File: config.mk
export PLATFORM = sky130hd
export DESIGN_NAME = gbs_cell
export DESIGN_NICKNAME = d
export VERILOG_FILES = /design/src/rtl/core/gbs_pkg.sv /design/src/rtl/core/gbs_cell.sv
export SDC_FILE = /design/constraint.sdc
export NUM_CORES = 2
export LEC_CHECK = 0
export BUFFER_PORTS_ARGS = -buffer_cell sky130_fd_sc_hd__buf_2
export CORE_AREA = 2 2 287 289
export CTS_CLUSTER_DIAMETER = 120
export DETAILED_ROUTE_END_ITERATION = 10
export DIE_AREA = 0 0 289 291
export PLACE_DENSITY = 0.81
export SETUP_SLACK_MARGIN = 0.2
export SLEW_MARGIN = 25
export SYNTH_ARGS = -nofsm -noshare
export SYNTH_HDL_FRONTEND = slang
export SYNTH_SLANG_ARGS = --single-unit
File: constraint.sdc
create_clock -name clock -period 10.85 [get_ports clock]
set_clock_uncertainty 0.1 [all_clocks]
set_input_delay 0.5425 -clock clock [delete_from_list [all_inputs] [get_ports clock]]
set_output_delay 0.5425 -clock clock [all_outputs]
set_load 0.02 [all_outputs]
File: src/rtl/core/gbs_pkg.sv
// Shared widths, payload structures and control state codes for box suppression.
`default_nettype none
package gbs_pkg;

   localparam int COORD_W = 16;
   localparam int SIZE_W  = 15;
   localparam int AREA_W  = 30;
   localparam int THR_W   = 9;
   localparam int COUNT_W = 7;

   localparam logic [THR_W-1:0] THR_RESET = 9'd128;

   typedef struct packed {
      logic signed [COORD_W-1:0] x;
      logic signed [COORD_W-1:0] y;
      logic [SIZE_W-1:0]         width;
      logic [SIZE_W-1:0]         height;
   } box_type;

   // box travelling down the cell row
   typedef struct packed {
      logic              live;
      logic              sup;
      box_type           box;
      logic [AREA_W-1:0] area;
   } word_type;

   // append of a kept box into one cell
   typedef struct packed {
      logic              en;
      box_type           box;
      logic [AREA_W-1:0] area;
   } wr_type;

   typedef enum logic [1:0] {
      ST_IDLE,
      ST_RUN,
      ST_DONE
   } state_type;

endpackage
`default_nettype wire

File: src/rtl/core/gbs_cell.sv
// One kept-box slot: stores a box and tests each passing box against it by IoU.
`default_nettype none
module gbs_cell #(
   parameter int INDEX = 0,
   parameter int CNT_W = 7,
   parameter int IDX_W = 6,
   parameter int FRAC  = 8
) (
   input  wire                              clock,
   input  wire                              reset,
   input  wire  [gbs_pkg::THR_W-1:0]        thr,
   input  wire  [CNT_W-1:0]                 count,
   input  gbs_pkg::wr_type                  wr,
   input  wire  [IDX_W-1:0]                 wr_idx,
   input  gbs_pkg::word_type                word_in,
   output gbs_pkg::word_type                word_out
);

   localparam int SUM_W  = gbs_pkg::AREA_W + 1;
   localparam int PROD_W = gbs_pkg::THR_W + SUM_W;
   localparam int CMP_W  = (PROD_W > gbs_pkg::AREA_W + FRAC) ? PROD_W
                                                            : gbs_pkg::AREA_W + FRAC;

   gbs_pkg::box_type              kbox_ff;
   logic [gbs_pkg::AREA_W-1:0]    karea_ff;

   gbs_pkg::word_type             w1_ff, w2_ff, w3_ff, out_ff;
   logic                          act1_ff, act2_ff, act3_ff;
   logic [gbs_pkg::SIZE_W-1:0]    iw1_ff, ih1_ff;
   logic [SUM_W-1:0]              sum1_ff, sum2_ff;
   logic [gbs_pkg::AREA_W-1:0]    inter2_ff, inter3_ff;
   logic [PROD_W-1:0]             prod3_ff;

   logic signed [17:0] ax0, ax1, ay0, ay1, bx0, bx1, by0, by1;
   logic signed [17:0] ixl, ixr, iyt, iyb, iw, ih;
   logic               apart;
   logic [gbs_pkg::SIZE_W-1:0]    iw1_in, ih1_in;
   logic [SUM_W-1:0]              sum1_in;
   logic                          act1_in;
   logic [gbs_pkg::AREA_W-1:0]    inter2_in;
   logic [SUM_W-1:0]              uni3;
   logic [PROD_W-1:0]             prod3_in;
   logic [CMP_W-1:0]              lhs, rhs;
   gbs_pkg::word_type             out_in;

   // extents and overlap widths
   always_comb begin
      ax0 = {{2{word_in.box.x[15]}}, word_in.box.x};
      ay0 = {{2{word_in.box.y[15]}}, word_in.box.y};
      ax1 = ax0 + $signed({3'b000, word_in.box.width});
      ay1 = ay0 + $signed({3'b000, word_in.box.height});
      bx0 = {{2{kbox_ff.x[15]}}, kbox_ff.x};
      by0 = {{2{kbox_ff.y[15]}}, kbox_ff.y};
      bx1 = bx0 + $signed({3'b000, kbox_ff.width});
      by1 = by0 + $signed({3'b000, kbox_ff.height});
      apart = (ax0 > bx1) || (ax1 < bx0) || (ay0 > by1) || (ay1 < by0);
      ixl = (ax0 > bx0) ? ax0 : bx0;
      ixr = (ax1 < bx1) ? ax1 : bx1;
      iyt = (ay0 > by0) ? ay0 : by0;
      iyb = (ay1 < by1) ? ay1 : by1;
      iw  = ixr - ixl;
      ih  = iyb - iyt;
      if (apart || (iw <= 18'sd0) || (ih <= 18'sd0)) begin
         iw1_in = '0;
         ih1_in = '0;
      end else begin
         iw1_in = iw[gbs_pkg::SIZE_W-1:0];
         ih1_in = ih[gbs_pkg::SIZE_W-1:0];
      end
      sum1_in = {1'b0, word_in.area} + {1'b0, karea_ff};
      act1_in = count > CNT_W'(INDEX);
   end

   always_comb begin
      inter2_in = gbs_pkg::AREA_W'(iw1_ff) * gbs_pkg::AREA_W'(ih1_ff);
      uni3      = sum2_ff - {1'b0, inter2_ff};
      prod3_in  = PROD_W'(thr) * PROD_W'(uni3);
      lhs       = CMP_W'(inter3_ff) << FRAC;
      rhs       = CMP_W'(prod3_ff);
      out_in     = w3_ff;
      out_in.sup = w3_ff.sup | (act3_ff & (lhs > rhs));
   end

   always_ff @(posedge clock) begin
      if (wr.en && (wr_idx == IDX_W'(INDEX))) begin
         kbox_ff  <= wr.box;
         karea_ff <= wr.area;
      end
      act1_ff   <= act1_in;
      act2_ff   <= act1_ff;
      act3_ff   <= act2_ff;
      iw1_ff    <= iw1_in;
      ih1_ff    <= ih1_in;
      sum1_ff   <= sum1_in;
      sum2_ff   <= sum1_ff;
      inter2_ff <= inter2_in;
      inter3_ff <= inter2_ff;
      prod3_ff  <= prod3_in;
      if (reset) begin
         w1_ff.live  <= 1'b0;
         w2_ff.live  <= 1'b0;
         w3_ff.live  <= 1'b0;
         out_ff.live <= 1'b0;
      end else begin
         w1_ff  <= word_in;
         w2_ff  <= w1_ff;
         w3_ff  <= w2_ff;
         out_ff <= out_in;
      end
   end

   assign word_out = out_ff;

endmodule
`default_nettype wire

==> flow_metrics.env <==
export IMPL_cp_max_fo=9
export IMPL_synth_seq_cells=663
export IMPL_intPower_w=0.007843
export IMPL_cts_resized=0
export IMPL_pin_count=305
export IMPL_dpl_instance_area_um2=47750
export IMPL_yosysSeqAreaShare=0.3980
export IMPL_grt_pass1_wl_um=167200
export IMPL_worstSetupEndpointType="flip-flop"
export IMPL_finalWeightedCongestion=0.9189
export IMPL_vias=30670
export IMPL_core_area_um2=81190
export IMPL_final_seq_area_um2=17920
export IMPL_crit_slowest_cell="xor2_1"
export IMPL_cts_buffers=69
export IMPL_yosysUniqueCellTypes=81
export IMPL_clock_sinks=663
export IMPL_tns_ns=0
export IMPL_dp_cells=5311
export IMPL_antenna_found_initial=5
export IMPL_avgSynthCellArea_um2=11.29
export IMPL_yosysTopAreaCell="edfxtp_1"
export IMPL_vdd_drop_max_uv=343.8
export IMPL_cap_viol_max_count=0
export IMPL_postLayoutCellArea_um2=51280
export IMPL_setup_ws_ns=2.280
export IMPL_post_drt_wl_per_cell_um=18.69
export IMPL_path_common_cell="fa_1"
export IMPL_dieArea_um2=84100
export IMPL_startpoint_type="flip-flop"
export IMPL_rsz0062_at_grt="no"
export IMPL_cp_required_ns=11.28
export IMPL_mostFrequentLayoutCells="inv_1, edfxtp_1, ha_1"
export IMPL_via_per_inst=5.526
export IMPL_grt_usage=0.2518
export IMPL_cts_max_level=3
export IMPL_ys_flop_type="edfxtp_1"
export IMPL_swShare=0.4151
export IMPL_status="finished, final reports clean"
export IMPL_finalNonFillerCells=5550
export IMPL_final_nets=5472
export IMPL_clk_path_buf_depth=3
export IMPL_first_pass_iters=8
export IMPL_die_y_um=291
export IMPL_drtIter0Drc=1959
export IMPL_initial_utilization=0.5545
export IMPL_yosys_top_cells_area="edfxtp_1, fa_1, ha_1"
export IMPL_grt_max_degree=141
export IMPL_clock_latency_ns=0.64
export IMPL_synth_top_area_share=0.3095
export IMPL_seq_power_share=0.235
export IMPL_critical_path_class="flip-flop to flip-flop"
export IMPL_die_w_um=289
export IMPL_port_buffers=304
export IMPL_fmax_ghz=0.1167
export IMPL_pre_cts_ws_ns=2.327
export IMPL_finalHoldViolCount=0
export IMPL_maxSlewViolCount=0
export IMPL_tightest_slew_ns=1.049
export IMPL_multi_input_area_um2=24750
export IMPL_n_fill_cell=6191
export IMPL_ant_nets=0
export IMPL_routed_wl_um=103700
export IMPL_grt_pass1_vias=32570
export IMPL_async_flop_share=0
export IMPL_yosysWarnings=0
export IMPL_route_detailed_drc=0
export IMPL_synthCells=3988
export IMPL_dp_hpwl_um=77130
export IMPL_power_frac_comb=0.579
export IMPL_cts_root_buf="clkbuf_16"
export IMPL_fin_crit_ns=8.570
export IMPL_cp_slowest_stage_delay_ns=0.61
export IMPL_synth_edf_count=464
export IMPL_powerDensity_nw_per_um2=261.5
export IMPL_clkTransAtPathRegs_ns=0.07
export IMPL_drive_above_1_share=0.1075
export IMPL_overflow=0
export IMPL_relSlewSlack=0.2955
export IMPL_syn2layout_area_growth_pct=13.90
export IMPL_power_frac_clock=0.186
export IMPL_setup_violations=0
export IMPL_finalCritPeriodShare=0.7899
export IMPL_tritoncts="done"
export IMPL_final_common_cell="inv_1"
export IMPL_cp_arrival_ns=9.00
export IMPL_num_rows=105
export IMPL_synth_fp_nets=5041
export IMPL_netlist_area_um2=45020
export IMPL_hold_class="primary input to flip-flop"
export IMPL_p_leak_nw=23.47
export IMPL_p_sw_w=0.005566
[power by group through the flow]
stage | Sequential [W] | Clock [W] | Combinational, W
after floorplan | 0.00320 | 0 | 0.00577
after global placement | 0.00319 | 0 | 0.00735
after detailed placement | 0.00320 | 0 | 0.00749
after CTS | 0.00315 | 0.00253 | 0.00770
after global routing | 0.00317 | 0.00263 | 0.00872
final | 0.00315 | 0.00249 | 0.00776
[critical path: cells and delay by family (launching register included)]
family | cells | cell delay (ns)
fa+ha+maj | 7 | 3.03
simple gates | 4 | 0.72
compound gates | 13 | 3.29
buf+inv | 4 | 0.23
xor+xnor | 2 | 0.74
flops | 1 | 0.35
[registers in the layout, summed over array words and instances (netlist names)]
register	flops
karea_ff	30
act1_ff	1
by0	16
bx0	16
ih1_ff	15
kbox_ff	30
word_out	94
act3_ff	1
inter2_ff	30
sum1_ff	31
sum2_ff	31
inter3_ff	30
act2_ff	1
iw1_ff	15
w3_ff	1
w2_ff	94
out_in	93
prod3_ff	40
w1_ff	94
[logic make-up after synthesis]
family	after synthesis	synth area share
buf+inv	631	0.05314
compound gates	607	0.08924
simple gates	983	0.1089
fa+ha+maj	845	0.2979
xor+xnor	188	0.03657
flops	663	0.3980
mux	71	0.01629
[what timing repair did]
| action | 4_1_cts | 5_1_grt |
|---|---|---|
| hold buffers | 106 | 0 |
| endpoints found under the hold margin | 104 | 0 |
| buffers inserted | 0 | 0 |
[routing by layer]
metal,up-vias,routed length [um],track usage
li1,14380,-,-
met2,1029,52780,0.4422
met4,0,4017,0.1011
met1,14990,40330,0.3055
met3,273,6612,0.04397
met5,-,0,0
[cells in the mapped netlist, drive strengths merged (6+ instances only)]
master   count
a2111oi      7
a211o        6
a211oi      16
a21o       112
a21oi      171
a221oi       7
a31oi       19
and2       228
and3        18
clkbuf      60
dfxtp      199
edfxtp     464
fa         379
ha         463
inv        567
mux2        18
mux2i       53
nand2      346
nand2b      49
nand3       37
nand4       29
nor2       141
nor2b       51
nor3        38
nor4        14
o2111ai      9
o211ai      10
o21a        42
o21ai      114
o21bai      24
o31ai       14
o41ai        7
or3          6
xnor2      135
xor2        53
[stage by stage]
stage	total power, W	hold WS (ns)	utilization
6_report	0.01341	0.02620	0.6316
4_1_cts	0.01338	0.0003273	0.6310
2_1_floorplan	0.008965	0.2096	-
3_5_place_dp	0.01069	0.2121	0.5881
3_3_place_gp	0.01054	0.2104	0.5881
5_1_grt	0.01452	0.006296	0.6316
[path summary, 6_finish.rpt]
kind / cells after the start / slack, ns / from / end
worst max-delay path: 30 / 2.28 / inter2_ff[0] / prod3_ff[37]
worst min-delay path: 1 / 0.03 / word_in[11] / w1_ff[11]
worst max register to register: 30 / 2.28 / inter2_ff[0] / prod3_ff[37]
worst min register to register: 0 / 0.21 / sum1_ff[16] / sum2_ff[16]
[area by class of cell]
type / instances / area share
sequential: 663 / 0.3494
inverter: 567 / 0.04165
antenna: 6 / 0.0002928
tap: 1070 / 0.02611
multi-input combinational: 2694 / 0.4825
clock inverter: 43 / 0.01105
clock buffer: 83 / 0.03611
timing repair buffer: 424 / 0.05287
No activity file was read; power rests on OpenSTA's default activity.
