### src/rtl/core/gbs_pkg.sv
// Shared widths, payload structures and control state codes for box suppression.
`default_nettype none
package gbs_pkg;

   localparam int COORD_W = 16;
   localparam int SIZE_W  = 15;
   localparam int AREA_W  = 30;
   localparam int THR_W   = 9;
   localparam int COUNT_W = 7;

   localparam logic [THR_W-1:0] THR_RESET = 9'd128;

   typedef struct packed {
      logic signed [COORD_W-1:0] x;
      logic signed [COORD_W-1:0] y;
      logic [SIZE_W-1:0]         width;
      logic [SIZE_W-1:0]         height;
   } box_type;

   // box travelling down the cell row
   typedef struct packed {
      logic              live;
      logic              sup;
      box_type           box;
      logic [AREA_W-1:0] area;
   } word_type;

   // append of a kept box into one cell
   typedef struct packed {
      logic              en;
      box_type           box;
      logic [AREA_W-1:0] area;
   } wr_type;

   typedef enum logic [1:0] {
      ST_IDLE,
      ST_RUN,
      ST_DONE
   } state_type;

endpackage
`default_nettype wire

### src/rtl/core/gbs_channels.sv
// Handshake channel interfaces for box requests, results and the threshold register.
`default_nettype none
interface gbs_req_if;
   logic                                valid;
   logic                                ready;
   logic                                first_of_frame;
   logic signed [gbs_pkg::COORD_W-1:0]  box_x;
   logic signed [gbs_pkg::COORD_W-1:0]  box_y;
   logic [gbs_pkg::SIZE_W-1:0]          box_width;
   logic [gbs_pkg::SIZE_W-1:0]          box_height;

   modport source (output valid, first_of_frame, box_x, box_y, box_width, box_height,
                   input ready);
   modport sink   (input valid, first_of_frame, box_x, box_y, box_width, box_height,
                   output ready);
endinterface

interface gbs_rsp_if;
   logic                          valid;
   logic                          ready;
   logic                          keep;
   logic [gbs_pkg::COUNT_W-1:0]   kept_count;
   logic                          overflow;

   modport source (output valid, keep, kept_count, overflow, input ready);
   modport sink   (input valid, keep, kept_count, overflow, output ready);
endinterface

interface gbs_csr_if;
   logic                        valid;
   logic                        ready;
   logic [gbs_pkg::THR_W-1:0]   iou_threshold;

   modport source (output valid, iou_threshold, input ready);
   modport sink   (input valid, iou_threshold, output ready);
endinterface
`default_nettype wire

### src/rtl/core/gbs_ctrl.sv
// Sequencer: takes a box, sends it down the cell row, appends survivors, returns the result.
`default_nettype none
module gbs_ctrl #(
   parameter int MAX_KEPT = 64,
   parameter int CNT_W    = 7,
   parameter int IDX_W    = 6
) (
   input  wire                          clock,
   input  wire                          reset,
   gbs_req_if.sink                      req_bus,
   gbs_rsp_if.source                    rsp_bus,
   gbs_csr_if.sink                      csr_bus,
   output logic [gbs_pkg::THR_W-1:0]    thr,
   output logic [CNT_W-1:0]             count,
   output gbs_pkg::wr_type              wr,
   output logic [IDX_W-1:0]             wr_idx,
   output gbs_pkg::word_type            head,
   input  gbs_pkg::word_type            tail
);

   gbs_pkg::state_type            state_ff, state_in;
   logic [CNT_W-1:0]              count_ff, count_in;
   logic [gbs_pkg::THR_W-1:0]     thr_ff;
   gbs_pkg::word_type             head_ff, head_in;
   gbs_pkg::word_type             hold_ff;
   logic                          rsp_valid_ff;
   logic                          keep_ff, overflow_ff;
   logic [gbs_pkg::COUNT_W-1:0]   kept_count_ff;

   logic accept, out_free, finish, full, store;

   assign accept   = req_bus.valid & req_bus.ready;
   assign out_free = ~rsp_valid_ff | rsp_bus.ready;
   assign full     = count_ff >= CNT_W'(MAX_KEPT);
   assign store    = ~hold_ff.sup & ~full;

   always_comb begin
      state_in = state_ff;
      case (state_ff)
         gbs_pkg::ST_IDLE: if (accept)     state_in = gbs_pkg::ST_RUN;
         gbs_pkg::ST_RUN:  if (tail.live)  state_in = gbs_pkg::ST_DONE;
         gbs_pkg::ST_DONE: if (out_free)   state_in = gbs_pkg::ST_IDLE;
         default:                          state_in = gbs_pkg::ST_IDLE;
      endcase
   end

   always_comb begin
      req_bus.ready = 1'b0;
      finish        = 1'b0;
      case (state_ff)
         gbs_pkg::ST_IDLE: req_bus.ready = 1'b1;
         gbs_pkg::ST_RUN:  ;
         gbs_pkg::ST_DONE: finish = out_free;
         default:          ;
      endcase
   end

   always_comb begin
      head_in.live       = accept;
      head_in.sup        = 1'b0;
      head_in.box.x      = req_bus.box_x;
      head_in.box.y      = req_bus.box_y;
      head_in.box.width  = req_bus.box_width;
      head_in.box.height = req_bus.box_height;
      head_in.area       = gbs_pkg::AREA_W'(req_bus.box_width)
                           * gbs_pkg::AREA_W'(req_bus.box_height);
      count_in = count_ff;
      if (accept && req_bus.first_of_frame) begin
         count_in = '0;
      end else if (finish && store) begin
         count_in = count_ff + CNT_W'(1);
      end
   end

   always_ff @(posedge clock) begin
      if (state_ff == gbs_pkg::ST_RUN && tail.live) begin
         hold_ff <= tail;
      end
      if (finish) begin
         keep_ff       <= ~hold_ff.sup;
         overflow_ff   <= ~hold_ff.sup & full;
         kept_count_ff <= gbs_pkg::COUNT_W'(count_in);
      end
      if (reset) begin
         state_ff     <= gbs_pkg::ST_IDLE;
         count_ff     <= '0;
         thr_ff       <= gbs_pkg::THR_RESET;
         rsp_valid_ff <= 1'b0;
         head_ff.live <= 1'b0;
      end else begin
         head_ff  <= head_in;
         state_ff <= state_in;
         count_ff <= count_in;
         if (csr_bus.valid) begin
            thr_ff <= csr_bus.iou_threshold;
         end
         if (finish) begin
            rsp_valid_ff <= 1'b1;
         end else if (rsp_bus.ready) begin
            rsp_valid_ff <= 1'b0;
         end
      end
   end

   assign csr_bus.ready      = 1'b1;
   assign rsp_bus.valid      = rsp_valid_ff;
   assign rsp_bus.keep       = keep_ff;
   assign rsp_bus.overflow   = overflow_ff;
   assign rsp_bus.kept_count = kept_count_ff;

   assign thr     = thr_ff;
   assign count   = count_ff;
   assign head    = head_ff;
   assign wr.en   = finish & store;
   assign wr.box  = hold_ff.box;
   assign wr.area = hold_ff.area;
   assign wr_idx  = count_ff[IDX_W-1:0];

endmodule
`default_nettype wire

### src/flat_wrapper.sv
// flat-port wrapper written by rule: the top's interface ports become plain ports
module gbs_ctrl_flat 
#(
   parameter int MAX_KEPT = 64,
   parameter int CNT_W    = 7,
   parameter int IDX_W    = 6
)
  (clock, reset, thr, count, wr, wr_idx, head, tail, req_bus_valid, req_bus_first_of_frame, req_bus_box_x, req_bus_box_y, req_bus_box_width, req_bus_box_height, req_bus_ready, rsp_bus_valid, rsp_bus_keep, rsp_bus_kept_count, rsp_bus_overflow, rsp_bus_ready, csr_bus_valid, csr_bus_iou_threshold, csr_bus_ready);
  gbs_req_if req_bus_i ();
  gbs_rsp_if rsp_bus_i ();
  gbs_csr_if csr_bus_i ();
  input  wire clock;
  input  wire reset;
  output logic [gbs_pkg::THR_W-1:0] thr;
  output logic [CNT_W-1:0] count;
  output gbs_pkg::wr_type wr;
  output logic [IDX_W-1:0] wr_idx;
  output gbs_pkg::word_type head;
  input  gbs_pkg::word_type tail;
  input wire logic [$bits(req_bus_i.valid)-1:0] req_bus_valid;
  input wire logic [$bits(req_bus_i.first_of_frame)-1:0] req_bus_first_of_frame;
  input wire logic [$bits(req_bus_i.box_x)-1:0] req_bus_box_x;
  input wire logic [$bits(req_bus_i.box_y)-1:0] req_bus_box_y;
  input wire logic [$bits(req_bus_i.box_width)-1:0] req_bus_box_width;
  input wire logic [$bits(req_bus_i.box_height)-1:0] req_bus_box_height;
  output wire logic [$bits(req_bus_i.ready)-1:0] req_bus_ready;
  output wire logic [$bits(rsp_bus_i.valid)-1:0] rsp_bus_valid;
  output wire logic [$bits(rsp_bus_i.keep)-1:0] rsp_bus_keep;
  output wire logic [$bits(rsp_bus_i.kept_count)-1:0] rsp_bus_kept_count;
  output wire logic [$bits(rsp_bus_i.overflow)-1:0] rsp_bus_overflow;
  input wire logic [$bits(rsp_bus_i.ready)-1:0] rsp_bus_ready;
  input wire logic [$bits(csr_bus_i.valid)-1:0] csr_bus_valid;
  input wire logic [$bits(csr_bus_i.iou_threshold)-1:0] csr_bus_iou_threshold;
  output wire logic [$bits(csr_bus_i.ready)-1:0] csr_bus_ready;
  assign req_bus_i.valid = req_bus_valid;
  assign req_bus_i.first_of_frame = req_bus_first_of_frame;
  assign req_bus_i.box_x = req_bus_box_x;
  assign req_bus_i.box_y = req_bus_box_y;
  assign req_bus_i.box_width = req_bus_box_width;
  assign req_bus_i.box_height = req_bus_box_height;
  assign req_bus_ready = req_bus_i.ready;
  assign rsp_bus_valid = rsp_bus_i.valid;
  assign rsp_bus_keep = rsp_bus_i.keep;
  assign rsp_bus_kept_count = rsp_bus_i.kept_count;
  assign rsp_bus_overflow = rsp_bus_i.overflow;
  assign rsp_bus_i.ready = rsp_bus_ready;
  assign csr_bus_i.valid = csr_bus_valid;
  assign csr_bus_i.iou_threshold = csr_bus_iou_threshold;
  assign csr_bus_ready = csr_bus_i.ready;
  gbs_ctrl #(.MAX_KEPT(MAX_KEPT), .CNT_W(CNT_W), .IDX_W(IDX_W)) u_core (.clock(clock), .reset(reset), .req_bus(req_bus_i), .rsp_bus(rsp_bus_i), .csr_bus(csr_bus_i), .thr(thr), .count(count), .wr(wr), .wr_idx(wr_idx), .head(head), .tail(tail));
endmodule
### config.mk
export PLATFORM = sky130hd
export DESIGN_NAME = gbs_ctrl_flat
export DESIGN_NICKNAME = d
export VERILOG_FILES = /design/src/rtl/core/gbs_pkg.sv /design/src/rtl/core/gbs_channels.sv /design/src/rtl/core/gbs_ctrl.sv /design/src/flat_wrapper.sv
export SDC_FILE = /design/constraint.sdc
export NUM_CORES = 1
export LEC_CHECK = 0
export ABC_AREA = 0
export ABC_CLOCK_PERIOD_IN_PS = 9700
export BUFFER_PORTS_ARGS = -buffer_cell sky130_fd_sc_hd__buf_2
export CAP_MARGIN = 20
export CORE_AREA = 2 2 170 172
export DETAILED_ROUTE_END_ITERATION = 16
export DIE_AREA = 0 0 172 174
export PLACE_DENSITY_LB_ADDON = 0.05
export SLEW_MARGIN = 20
export SYNTH_ARGS = -nofsm -noshare
export SYNTH_HDL_FRONTEND = slang
export SYNTH_SLANG_ARGS = --single-unit
export TNS_END_PERCENT = 30
### constraint.sdc
create_clock -name clock -period 9.7 [get_ports clock]
set_clock_uncertainty 0.15 [all_clocks]
set_input_delay 0.97 -clock clock [delete_from_list [all_inputs] [get_ports clock]]
set_output_delay 0.97 -clock clock [all_outputs]
set_load 0.005 [all_outputs]
==> results of run 1 <==
worst paths after layout:
| check | from | to | slack (ps) | cells after the start |
|---|---|---|---|---|
| min | u_core.thr[7]$_SDFFE_PP1P_ | u_core.thr[7]$_SDFFE_PP1P_ | 330 | 2 |
| max reg2reg | u_core.state_ff[0]$_SDFFE_PP0P_ | u_core.wr[0]$_DFFE_PP_ | 7690 | 3 |
| min reg2reg | u_core.thr[7]$_SDFFE_PP1P_ | u_core.thr[7]$_SDFFE_PP1P_ | 330 | 2 |
| max | req_bus_box_width[11] | u_core.head[25]$_DFFE_PN_ | 3570 | 19 |
per-layer routing:
| metal | routed length [microns] | vias up |
|---|---|---|
| met5 | 0 | - |
| met4 | 662 | 0 |
| met3 | 1690 | 45 |
| met2 | 17100 | 234 |
| met1 | 11800 | 4814 |
| li1 | - | 4466 |
placed cells by master, fill, tap and decap left out, types with 4 or more instances in the layout:
master	Yosys	layout
sky130_fd_sc_hd__a211oi_1	4	4
sky130_fd_sc_hd__a21o_1	5	5
sky130_fd_sc_hd__a21oi_1	26	26
sky130_fd_sc_hd__a31oi_1	8	8
sky130_fd_sc_hd__and2_1	129	129
sky130_fd_sc_hd__buf_2	7	389
sky130_fd_sc_hd__clkbuf_16	0	24
sky130_fd_sc_hd__clkinv_1	0	4
sky130_fd_sc_hd__clkinv_2	0	6
sky130_fd_sc_hd__dfxtp_1	20	20
sky130_fd_sc_hd__edfxtp_1	194	194
sky130_fd_sc_hd__fa_1	167	167
sky130_fd_sc_hd__ha_1	95	95
sky130_fd_sc_hd__inv_1	199	198
sky130_fd_sc_hd__mux2i_1	11	11
sky130_fd_sc_hd__nand2_1	120	120
sky130_fd_sc_hd__nand4_1	10	10
sky130_fd_sc_hd__nor2_1	33	33
sky130_fd_sc_hd__nor2b_1	4	4
sky130_fd_sc_hd__nor3_1	7	7
sky130_fd_sc_hd__o211ai_1	4	4
sky130_fd_sc_hd__o21ai_0	7	7
sky130_fd_sc_hd__o21ai_1	4	4
sky130_fd_sc_hd__o21bai_1	4	4
sky130_fd_sc_hd__xnor2_1	20	20
sky130_fd_sc_hd__xor2_1	11	11
sequential cells by signal (all words and copies together), names as in the netlist:
register and count:
u_core.head 93, u_core.wr 92, u_core.thr 9, u_core.count 7, u_core.rsp_bus.kept_count 7, u_core.state_ff 2
u_core.hold_ff 1, u_core.rsp_bus.keep 1, u_core.rsp_bus.overflow 1, u_core.rsp_bus.valid 1
cell families after synthesis:
kind of cell / Yosys count
AOI/OAI and AO/OA: 80
xor gates and xnor gates: 31
adders and majority gates: 262
buffers and inverters: 340
DFF: 214
muxes: 12
other: 2
and+or+nand+nor: 315
stage by stage:
step,utilization [%],instances,area (sq um)
floorplan,-,1256,15000
global placement,58.5,1891,16500
detailed placement,58.5,1891,16500
CTS,61.1,1935,17200
global route,61.1,1935,17200
finish,61.1,1935,17200
area by class of cell:
type                            instances  area (sq um)
Timing Repair Buffer                  392          1970
Clock buffer                           29           639
Inverter                              199           749
Fill cell                            2407         11000
Multi-Input combinational cell        702          7090
Sequential cell                       214          6230
Clock inverter                         15          95.1
Tap cell                              384           480
where the power goes:
group	leakage [nW]	total (mW)	internal (mW)	switching, mW
logic	5.74	3.33	1.39	1.94
registers	2.00	1.29	1.27	0.0232
clock network	0.364	0.836	0.473	0.363
worst min-delay path: stages, from the launching register on:
cell and delay [ps]:
sky130_fd_sc_hd__dfxtp_1 320, sky130_fd_sc_hd__mux2i_1 70, sky130_fd_sc_hd__nand2_1 60
==> summary.md, run 1 <==
• count of nets after finishing: 1966
• number of warnings reported in the yosys synthesis log: 0
• CTS tree: yes
• number of buffers created by CTS: 24
• GP Congestion: 0.818
• DRC: 0
• synthesized instance count: 1256
• VDD IR-drop max: 377 uV
• DP Worst Slack: 3040 ps
• post-DR vias/cell: 4.94
• leakage power of the design: 8.10 nW
• first-pass GRT wire length: 50.3 mm
• number of port buffers: 389
• overall die height: 174 microns
• post-layout total power: 5.46 mW
• nets in the synthesized netlist: 1689
• total half-perimeter wirelength after legalization and detailed placement: 24.3 mm
• x dimension of the die: 172 microns
• flip-flop cell with the highest count after synthesis: sky130_fd_sc_hd__edfxtp_1
• share of synthesized area occupied by flip-flops and latches: 41.6%
• number of violations reported at the end of detailed-routing iteration 0: 515
• worst slew margin relative to its limit: 39.9%
• initial antenna violation count: 0
• category of cells accounting for the largest share of critical-path delay: adder cells
• critical setup path kind: input pin to register
• placeable core area: 28200 sq um
• Buf/Inv on CP: 5
• arrival time at the worst endpoint: 6250 ps
• Max Cap Violations: 0
• power per cell area: 317 nW/um^2
• post-synthesis compound-gate area fraction: 3.66%
• cell with the most instances after synthesis: sky130_fd_sc_hd__inv_1
• vias in the first global route: 10000
• Std-Cell Rows: 62
• share of post-route cells with drive strength above 1: 28.4%
• setup_tns: 0 ps
• highest achievable clock rate: 163 MHz
• routing usage on met3: 3.35%
• post-synthesis simple-gate area fraction: 10.7%
• fin worst setup slack: 3570 ps
• met1 Resource Use GR: 26.4%
• Syn Area/Cell: 11.9 sq um
• largest fanout of any net on the critical path: 16
• Clock transition at path regs: 60 ps
• I/O pin cnt: 392
• drt first pass iters: 7
• M2 GR Usage: 38.9%
• post-DR wirelength/cell: 16.2 microns
• final cycle utilization of the critical path: 63.2%
• cts-stage hold buffer count: 0
• Overflow after GRT: 0
• top cell types by occurrence after synthesis: sky130_fd_sc_hd__inv_1, sky130_fd_sc_hd__edfxtp_1, sky130_fd_sc_hd__fa_1, sky130_fd_sc_hd__and2_1, sky130_fd_sc_hd__nand2_1
• detailed-route wire length: 31.3 mm
• min-delay worst type: register to register
• Yosys reg bits: 214
• post-CTS setup buffers: 0
• critical path data required time: 9820 ps
• cell taking the most area after synthesis: sky130_fd_sc_hd__edfxtp_1
• clock tree root driver cell: sky130_fd_sc_hd__clkbuf_16
• overall die area: 29900 sq um
• post-synthesis mux area share: 0.811%
• ordered cell list for the critical path: buf_2, and2_1, fa_1, inv_1, fa_1, inv_1, fa_1, fa_1, fa_1, inv_1, fa_1, inv_1, ha_1, nand4_1, a21oi_1, o21ai_1, a21boi_1, a21boi_0, xnor2_1
• main combinational cell family by area after synthesis: adder cells
• slew at the pin closest to its max-slew limit: 901 ps
• count of distinct cell types in the synthesized netlist: 52
• antenna diode instance count: 0
• Worst setup SP type: input pin
• GRT Total Usage: 21.3%
• post-route ant nets: 0
• Min Clock Period, post-route: 6130 ps
• arithmetic-cell share of the synthesized area counting full adders, half adders and majority gates: 30.3%
• ranking of synthesized cells by area: sky130_fd_sc_hd__edfxtp_1, sky130_fd_sc_hd__fa_1, sky130_fd_sc_hd__ha_1
• highest cell delay on the worst timing path: 540 ps
• count of final max-slew check failures: 0
• number of synthesized flops with an enable pin: 194
• Netlist Area Pre-Place: 15000 sq um
• effective utilization at floorplan: 53.0%
• Skew-Pair Late Insertion Delay: 510 ps
• worst hold slack across all endpoints: 327 ps
• number of endpoints with negative hold slack in the final report: 0
• most heavily used metal layer in global routing: met2
• setup violation total in the final timing report: 0
• relative area change from synthesis to final layout: 15.2%
• Post-CTS Resized: 0
• share of flip-flops with an asynchronous set or reset after synthesis: 0%
• fraction of synthesized cell area taken by the top area cell type: 38.9%
• clk sink count: 214
• critical-path cell with the highest stage delay: sky130_fd_sc_hd__fa_1
• setup repair after global routing missed its margin: no
• Synth Area in XOR/XNOR: 1.81%
• number of buffers between clock root and the deepest sink: 3
• status: finished, final reports clean
• largest net degree at the start of global routing: 67
• overall via count from detail_route: 9559
• Crit path top cell by count: sky130_fd_sc_hd__fa_1
• critical path capture point type: register
• # H-tree levels: 1
No activity file was read; power rests on OpenSTA's default activity.
==> run 2: changes to the inputs <==
--- a/config.mk
+++ b/config.mk
@@ -6,12 +6,12 @@
 export NUM_CORES = 1
 export LEC_CHECK = 0
 export ABC_AREA = 0
-export ABC_CLOCK_PERIOD_IN_PS = 9700
+export ABC_CLOCK_PERIOD_IN_PS = 5400
 export BUFFER_PORTS_ARGS = -buffer_cell sky130_fd_sc_hd__buf_2
 export CAP_MARGIN = 20
-export CORE_AREA = 2 2 170 172
+export CORE_AREA = 2 2 178 180
 export DETAILED_ROUTE_END_ITERATION = 16
-export DIE_AREA = 0 0 172 174
+export DIE_AREA = 0 0 180 182
 export PLACE_DENSITY_LB_ADDON = 0.05
 export SLEW_MARGIN = 20
 export SYNTH_ARGS = -nofsm -noshare
==> constraint.sdc (replaced) <==
create_clock -name clock -period 5.4 [get_ports clock]
set_clock_uncertainty 0.15 [all_clocks]
set_input_delay 0.54 -clock clock [delete_from_list [all_inputs] [get_ports clock]]
set_output_delay 0.54 -clock clock [all_outputs]
set_load 0.005 [all_outputs]
==> run 2 against run 1 <==
The flow now finishes with violations (setup timing). Sequential cell count did not move. Count of clock-buffer cells in the layout rose by 5. First-iteration DRC count fell by 21%. Critical endpoint is now u_core.head[26]$_DFFE_PN_. Via count rose by 4.6%. Global-route usage fell by 0.74 points.
==> summary.md, run 2 (same netlist as run 1, synthesis figures left out) <==
• status: finished with violations
• violations in the final reports: setup timing
• Crit path depth: 18
• GP Congestion: 0.836
• power per cell area: 658 nW/um^2
• overall via count from detail_route: 9996
• most frequent cells in the layout: sky130_fd_sc_hd__buf_2, sky130_fd_sc_hd__edfxtp_1, sky130_fd_sc_hd__inv_1
• critical setup path kind: input pin to register
• number of violations reported at the end of detailed-routing iteration 0: 409
• number of buffers between clock root and the deepest sink: 3
• post-route ant nets: 0
• relative area change from synthesis to final layout: 23.5%
• category of cells accounting for the largest share of critical-path delay: adder cells
• overall die height: 182 microns
• I/O pin cnt: 392
• cts-stage hold buffer count: 0
• clk sink count: 214
• leakage power of the design: 8.72 nW
• critical path data required time: 5600 ps
• worst slew margin relative to its limit: 45.6%
• number of buffers created by CTS: 24
• count of final max-slew check failures: 0
• GRT Total Usage: 20.6%
• instance count along the most critical hold path: 1
• Std-Cell Rows: 65
• antenna diode instance count: 0
• placeable core area: 31000 sq um
• overall die area: 32800 sq um
• Min Clock Period, post-route: 5410 ps
• effective utilization at floorplan: 48.3%
• setup repair after global routing missed its margin: yes
• number of endpoints with negative hold slack in the final report: 0
• slew at the pin closest to its max-slew limit: 815 ps
• Max Cap Violations: 0
• largest net degree at the start of global routing: 61
• # H-tree levels: 1
• fin worst setup slack: -6.06 ps
• Buf/Inv on CP: 5
• detailed-route wire length: 33.9 mm
• Skew-Pair Late Insertion Delay: 510 ps
• critical path launch point: req_bus_box_width[7]
• post-DR vias/cell: 4.83
• ordered cell list for the critical path: buf_12, and2_4, fa_1, inv_2, fa_1, inv_2, fa_2, fa_2, fa_1, inv_2, fa_1, inv_2, ha_4, nand4_1, or3_4, or2_1, and4b_1, a211oi_2
• vias in the first global route: 10400
• startpoint of the lowest-slack register-to-register path: u_core.state_ff[1]$_SDFFE_PP0P_
• x dimension of the die: 180 microns
• initial antenna violation count: 0
• share of post-route cells with drive strength above 1: 35.7%
• setup violation total in the final timing report: 1
• number of filler instances in the final layout: 2644
• number of port buffers: 389
• post-layout total power: 12.2 mW
• first-pass GRT wire length: 53.5 mm
• count of nets after finishing: 2083
• Overflow after GRT: 0
• setup_tns: -6.06 ps
• drt first pass iters: 4
• area of the multi-input gates: 7260 sq um
• clock tree root driver cell: sky130_fd_sc_hd__clkbuf_16
• area of all sequential standard cells: 6230 sq um
• Clock transition at path regs: 60 ps
• highest cell delay on the worst timing path: 560 ps
• critical path capture point type: register
• largest fanout of any net on the critical path: 6
• Worst setup SP type: input pin
• start point of the worst hold path: tail[15]
• number of flip-flops under the largest register name: 93
• final cycle utilization of the critical path: 100%
• CTS tree: yes
• highest achievable clock rate: 185 MHz
• VDD IR-drop max: 787 uV
• min-delay worst type: input pin to register
• Worst R2R Path Depth: 6
• total half-perimeter wirelength after legalization and detailed placement: 27.3 mm
• post-DR wirelength/cell: 16.4 microns
• arrival time at the worst endpoint: 5600 ps
• DRC: 0
• most common cell after layout, fill and taps aside: sky130_fd_sc_hd__buf_2
• critical-path cell with the highest stage delay: sky130_fd_sc_hd__fa_1
==> run 2: power by group <==
| part | total (mW) | switching [mW] | leakage (nW) | internal, mW |
|---|---|---|---|---|
| Sequential | 2.32 | 0.0425 | 2.00 | 2.28 |
| Clock | 1.59 | 0.664 | 0.373 | 0.924 |
| Combinational | 8.26 | 4.11 | 6.35 | 4.15 |
==> run 2: per-layer routing <==
| layer | vias to the layer above | GRT usage, % | wire length, microns |
|---|---|---|---|
| met1 | 4994 | 25.3 | 13100 |
| met2 | 255 | 37.7 | 18400 |
| li1 | 4696 | - | - |
| met5 | - | 0 | 0 |
| met3 | 51 | 3.03 | 1690 |
| met4 | 0 | 5.82 | 791 |
==> run 2: repair_timing <==
item,CTS,global route
pin swaps,5,29
buffers inserted,0,3
setup endpoints to repair,7,16
gates resized for setup,13,80
==> run 2: final cells by class <==
cell class | count | share of cell area, %
flip-flops and latches | 214 | 33.7
clock buffers | 34 | 3.62
multi-input cells | 702 | 39.3
repair buffers | 509 | 16.0
well taps | 402 | 2.72
clock inverters | 10 | 0.555
inverters | 199 | 4.06
==> run 2: final timing paths <==
kind	slack, ps	to
worst max-delay path	-6	u_core.head[26]$_DFFE_PN_
worst min-delay path	40	u_core.wr[15]$_DFFE_PP_
worst max register to register	3490	u_core.rsp_bus.kept_count[5]$_DFFE_PP_
worst min register to register	340	u_core.thr[2]$_SDFFE_PP0P_
==> run 2: through the flow <==
step	instance area [sq um]	utilization [%]	setup WS [ps]	cells	hold slack, ps
finish	18500	59.6	-6.06	2070	42.2
detailed placement	17400	56.2	-656	2024	304
CTS	18300	58.9	4.01	2068	18.0
global route	18500	59.6	-160	2070	15.7
floorplan	15000	-	-322	1256	317
global placement	17400	56.2	-573	2024	304
==> run 2: worst reg2reg max path, cell delays in order, from the launching register on <==
cell	delay [ps]
sky130_fd_sc_hd__dfxtp_1	430
sky130_fd_sc_hd__nand2b_1	160
sky130_fd_sc_hd__nor4_4	330
sky130_fd_sc_hd__nand4_1	210
sky130_fd_sc_hd__nor2_1	160
sky130_fd_sc_hd__xnor2_1	150
sky130_fd_sc_hd__nor2_1	60
